File: config.mk
export PLATFORM = sky130hd
export DESIGN_NAME = bb5_ctrl
export DESIGN_NICKNAME = d
export VERILOG_FILES = /design/src/sv/bb5_pkg.sv /design/src/sv/bb5_ctrl.sv
export SDC_FILE = /design/constraint.sdc
export NUM_CORES = 1
export LEC_CHECK = 0
export BUFFER_PORTS_ARGS = -buffer_cell sky130_fd_sc_hd__buf_2
export CORE_AREA = 10 10 47 49
export CTS_CLUSTER_SIZE = 8
export DETAILED_ROUTE_END_ITERATION = 10
export DIE_AREA = 0 0 57 59
export PLACE_DENSITY_LB_ADDON = 0.12
export SLEW_MARGIN = 25
export SYNTH_ARGS = -nofsm -noshare
export SYNTH_HDL_FRONTEND = slang
export SYNTH_SLANG_ARGS = --single-unit
File: constraint.sdc
create_clock -name clk -period 2.75 [get_ports clk]
set_input_delay 0.4125 -clock clk [delete_from_list [all_inputs] [get_ports clk]]
set_output_delay 0.4125 -clock clk [all_outputs]
set_load 0.01 [all_outputs]
File: src/sv/bb5_pkg.sv
// Package for the 5x5 edge-normalized box blur: sizes, register indexes,
// controller states, command/status structs and the reciprocal table.
// Depends on nothing; every other file of the block uses it.
`default_nettype none

package bb5_pkg;

	// Frame limits and derived widths.
	localparam int MAX_WIDTH  = 1024;
	localparam int MAX_HEIGHT = 1024;
	localparam int COL_W      = $clog2(MAX_WIDTH);
	localparam int ROW_W      = $clog2(MAX_HEIGHT + 2);
	localparam int LINES      = 4;

	// Fixed field and arithmetic widths.
	localparam int DIM_W       = 11;
	localparam int CMP_W       = 16;
	localparam int SAMPLE_W    = 16;
	localparam int CSUM_W      = 18;
	localparam int WSUM_W      = 20;
	localparam int RECIP_W     = 26;
	localparam int RECIP_SHIFT = 25;
	localparam int PROD_W      = WSUM_W + RECIP_W;
	localparam int DIV_W       = 5;
	localparam int ADDR_W      = 3;
	localparam int DATA_W      = 32;

	localparam logic [SAMPLE_W-1:0] ONE_Q15   = 16'd32768;
	localparam logic [DIM_W-1:0]    DIM_RESET = 11'd1024;
	localparam logic [DIM_W-1:0]    DIM_MIN   = 11'd3;

	// Register indexes (byte address / 4).
	localparam logic REG_WIDTH  = 1'b0;
	localparam logic REG_HEIGHT = 1'b1;

	// Controller states.
	typedef enum logic [2:0] {
		ST_IDLE,
		ST_SUM,
		ST_SEL,
		ST_MUL,
		ST_PUT
	} bb5_state_t;

	// Commands from controller to datapath.
	typedef struct packed {
		logic       take;
		logic       shift;
		logic       sel;
		logic       mul;
		logic       put;
		logic [1:0] idx;
	} bb5_cmd_t;

	// Status from datapath to controller.
	typedef struct packed {
		logic [1:0] n_res;
		logic       out_free;
	} bb5_stat_t;

	// ceil(2^25 / d) for d = 1..25; floor(n * m >> 25) equals n / d for n < 2^20.
	function automatic logic [RECIP_W-1:0] recip(input logic [DIV_W-1:0] d);
		logic [RECIP_W-1:0] m;
		case (d)
			5'd1:    m = 26'd33554432;
			5'd2:    m = 26'd16777216;
			5'd3:    m = 26'd11184811;
			5'd4:    m = 26'd8388608;
			5'd5:    m = 26'd6710887;
			5'd6:    m = 26'd5592406;
			5'd7:    m = 26'd4793491;
			5'd8:    m = 26'd4194304;
			5'd9:    m = 26'd3728271;
			5'd10:   m = 26'd3355444;
			5'd11:   m = 26'd3050403;
			5'd12:   m = 26'd2796203;
			5'd13:   m = 26'd2581111;
			5'd14:   m = 26'd2396746;
			5'd15:   m = 26'd2236963;
			5'd16:   m = 26'd2097152;
			5'd17:   m = 26'd1973791;
			5'd18:   m = 26'd1864136;
			5'd19:   m = 26'd1766023;
			5'd20:   m = 26'd1677722;
			5'd21:   m = 26'd1597831;
			5'd22:   m = 26'd1525202;
			5'd23:   m = 26'd1458889;
			5'd24:   m = 26'd1398102;
			5'd25:   m = 26'd1342178;
			default: m = 26'd0;
		endcase
		return m;
	endfunction

endpackage

`default_nettype wire

File: src/sv/bb5_ctrl.sv
// Controller state machine of the box blur: accepts one word, sequences the
// column update and then the results of that word one at a time.
// Depends on bb5_pkg.
`default_nettype none

module bb5_ctrl (
	input  wire               clk,
	input  wire               arst_n,
	input  wire               s_tvalid,
	output logic              s_tready,
	input  bb5_pkg::bb5_stat_t stat,
	output bb5_pkg::bb5_cmd_t  cmd
);

	bb5_pkg::bb5_state_t state_q, state_d;
	logic [1:0] idx_q, idx_d;
	logic [1:0] n_q, n_d;

	// State register.
	always_ff @(posedge clk or negedge arst_n) begin
		if (!arst_n) begin
			state_q <= bb5_pkg::ST_IDLE;
			idx_q   <= 2'd0;
			n_q     <= 2'd0;
		end else begin
			state_q <= state_d;
			idx_q   <= idx_d;
			n_q     <= n_d;
		end
	end

	// Next state and commands.
	always_comb begin
		state_d   = state_q;
		idx_d     = idx_q;
		n_d       = n_q;
		s_tready  = 1'b0;
		cmd       = '0;
		cmd.idx   = idx_q;
		case (state_q)
			bb5_pkg::ST_IDLE: begin
				s_tready = 1'b1;
				if (s_tvalid) begin
					cmd.take = 1'b1;
					state_d  = bb5_pkg::ST_SUM;
				end
			end
			bb5_pkg::ST_SUM: begin
				cmd.shift = 1'b1;
				idx_d     = 2'd0;
				n_d       = stat.n_res;
				if (stat.n_res == 2'd0) begin
					state_d = bb5_pkg::ST_IDLE;
				end else begin
					state_d = bb5_pkg::ST_SEL;
				end
			end
			bb5_pkg::ST_SEL: begin
				cmd.sel = 1'b1;
				state_d = bb5_pkg::ST_MUL;
			end
			bb5_pkg::ST_MUL: begin
				cmd.mul = 1'b1;
				state_d = bb5_pkg::ST_PUT;
			end
			bb5_pkg::ST_PUT: begin
				if (stat.out_free) begin
					cmd.put = 1'b1;
					if (idx_q + 2'd1 == n_q) begin
						state_d = bb5_pkg::ST_IDLE;
					end else begin
						idx_d   = idx_q + 2'd1;
						state_d = bb5_pkg::ST_SEL;
					end
				end
			end
			default: begin
				state_d = bb5_pkg::ST_IDLE;
			end
		endcase
	end

endmodule

`default_nettype wire

==> metrics.md <==
| Metric | Value |
|---|---|
| Crit path arrival time | 1.28 ns |
| Final worst path period share | 0.6166 |
| Routed vias | 375 |
| Register-to-Register Path Depth | 3 |
| GPL Wtd Cong | 0.7371 |
| Mapped Area | 459.2 µm² |
| Layout Nets | 66 |
| DRT iter0 DRCs | 14 |
| Initial core utilization | 0.3277 |
| Largest net degree at the start of global routing | 13 |
| Max Cap Viol | 0 |
| Clk Latency, worst-skew pair | 0.25 ns |
| Clock buffer depth | 2 |
| Fin. max-slew vios | 0 |
| CP startpoint kind | flip-flop |
| Post-synthesis simple-gate area fraction | 0.3351 |
| Die W | 57 µm |
| Fin util | 0.4009 |
| Sw power | 280.7 µW |
| Largest family of logic cells by synthesized area | simple AND/OR/NAND/NOR gates |
| Vias in the first global route | 334 |
| Sink Count | 7 |
| Post-Syn Nets | 49 |
| Required time worst endpoint | 2.34 ns |
| Hold Crit Start | stat[1] |
| Final Setup Violations | 0 |
| Yosys Warn Count | 0 |
| ANT nets after route | 0 |
| Cell Int Power | 381.6 µW |
| Mux share of post-synthesis cell area | 0.08719 |
| Core area | 1401 µm² |
| Synth Area in Compound Gates | 0.1090 |
| Gr ovfl total | 0 |
| Sequential power share | 0.384 |
| RSZ-0062 raised after global routing | false |
| Yosys reg bits | 7 |
| Num CTS Buffers | 3 |
| Die Y | 59 µm |
| Synth Area in Adders | 0 |
| Crit path time final | 1.696 ns |
| IO Count | 14 |
| Pre-Repair DR Iteration Count | 4 |
| Post-synthesis sequential area ratio | 0.3815 |
| DR WL/cell | 14.20 µm |
| Total GRT Usage | 0.06478 |
| LEAKAGE | 0.2764 nW |
| Rel. slew slack | 0.7605 |
| Hold Path Depth | 2 |
| Pwr Density | 1179 nW/µm² |
| DRC violations left | 0 |
| Switching Share | 0.4238 |
| Peak supply drop | 0.5863 mV |
| N_diodes | 0 |
| Worst-path clk slew | 0.05 ns |
| Setup_tns | 0 ns |
| Logic pwr share | 0.475 |
| Worst r2r dst | n_q[1] |
| Post-synthesis xor/xnor area fraction | 0.03815 |
| Vias/cell | 5.000 |
| Share of cells above drive strength 1 | 0.3729 |
| Htree depth | 1 |
| Total power | 662.3 µW |
| Row Count | 14 |
| Clock power frac | 0.141 |
| FF-to-FF setup slack | 1.50 ns |
| CTS tree | yes |
| Crit path max fanout | 12 |
| Clk_skew | 0.0002696 ns |
| Critical Path End Type | output port |
| Overall routed net length | 1065 µm |
| Die footprint | 3363 µm² |
| Initial antenna violation count | 0 |
| Fmax | 589.7 MHz |
| HPWL after DPL | 829.6 µm |
| Total setup buffers inserted after CTS | 0 |
| Syn_area_per_cell | 10.68 µm² |
| Outcome | completed |
| Port Buffers | 13 |
| Final hold vios | 0 |
| R2R Path Start | state_q[2] |
| WHS Endpoint | n_q[0] |
| Root Buffer | clkbuf_4 |
| Hold WC Path Type | input port to flip-flop |
| Count of cell types in the netlist | 29 |
| Setup CP Type | flip-flop to output port |
| Worst Tran Pin Value | 0.3593 ns |
| Mapped Cells | 43 |
| Area Growth Syn to Fin | 22.34% |
| First-pass GRT wire length | 1669 µm |
[synth_stat cells]
master    number  share of area
mux2i_1        1          0.022
inv_1          1         0.0082
nand3_1        1          0.011
and3_1         1          0.014
a32o_1         1          0.022
nor3b_1        1          0.016
nand2b_4       1          0.030
nand3b_4       1          0.044
o32a_1         1          0.022
mux2_4         2          0.065
and2_1         1          0.014
buf_4          1          0.016
nor4_1         1          0.014
xor2_1         1          0.019
xnor2_1        1          0.019
buf_6          1          0.025
nand2b_1       3          0.041
o21ai_0        1          0.011
nand3b_1       2          0.033
nor2_1         2          0.016
nand2_1        2          0.016
a21oi_1        2          0.022
nor2_4         1          0.025
or2_1          1          0.014
and4bb_2       1          0.027
o22ai_1        1          0.014
dfrtp_1        7           0.38
o221ai_1       1          0.019
nor3_1         2          0.022
[worst max-delay path by stage]
stage / to / from / slack [ns]
floorplan: cmd[6] / state_q[1] / 1.25
global placement: cmd[2] / state_q[1] / 1.33
detailed placement: cmd[2] / state_q[1] / 1.31
CTS: cmd[2] / state_q[1] / 1.04
global route: cmd[6] / state_q[1] / 0.97
finish: cmd[2] / state_q[1] / 1.05
[registers in the layout, indices dropped and copies added, names as in the netlist]
register / flops
n_q: 2
idx_q: 2
state_q: 3
[metal layers]
| metal | vias up | routed length (µm) | part of all wire | GRT usage |
|---|---|---|---|---|
| met4 | 0 | 12 | 0.011 | 0.05034 |
| met5 | - | 0 | 0 | 0 |
| met3 | 2 | 100 | 0.094 | 0.03004 |
| met2 | 15 | 438 | 0.41 | 0.08062 |
| li1 | 190 | - | - | - |
| met1 | 168 | 514 | 0.48 | 0.08213 |
[per-stage QoR]
step	hold slack [ns]	instances	instance area (µm²)	worst slack (ns)
2_1_floorplan	0.1169	43	459.2	1.252
3_3_place_gp	0.2678	70	525.5	1.332
3_5_place_dp	0.2592	70	525.5	1.313
4_1_cts	0.4062	75	561.8	1.041
5_1_grt	0.4048	75	561.8	0.9710
6_report	0.4095	75	561.8	1.054
[power groups by stage]
stage	sequential (mW)	combinational, mW	clock, mW
6_report	0.254	0.315	0.0936
5_1_grt	0.262	0.348	0.107
4_1_cts	0.253	0.321	0.0967
3_5_place_dp	0.254	0.319	0
3_3_place_gp	0.254	0.317	0
2_1_floorplan	0.209	0.281	0
[area by class of cell]
class,instances,area [µm²]
clock buffers,4,26.28
fillers,146,839.6
inverters,1,3.754
multi-input cells,33,261.5
flip-flops and latches,7,175.2
well taps,16,20.02
repair buffers,14,75.07
[cell usage in the layout, fill, tap and decap left out, types with 2 or more instances in the layout]
cell,instances
nand3b_1,2
nand2b_1,3
nor2_1,2
buf_2,13
clkbuf_4,3
nand2_1,2
nor3_1,2
mux2_4,2
a21oi_1,2
dfrtp_1,7
[kinds of logic after synthesis]
kind of cell	Yosys count
compound gates	7
mux	3
flops	7
simple gates	21
xor+xnor	2
buf+inv	3
[timing repair]
item | in CTS | in global routing
hold endpoints to repair | 7 | 0
resized for setup | 0 | 0
hold buffers | 1 | 0
[critical path: stages (launching register included)]
cell	delay [ns]
dfrtp_1	0.50
and4bb_2	0.39
buf_2	0.14
Note: power is estimated with default switching activity, not from simulation.
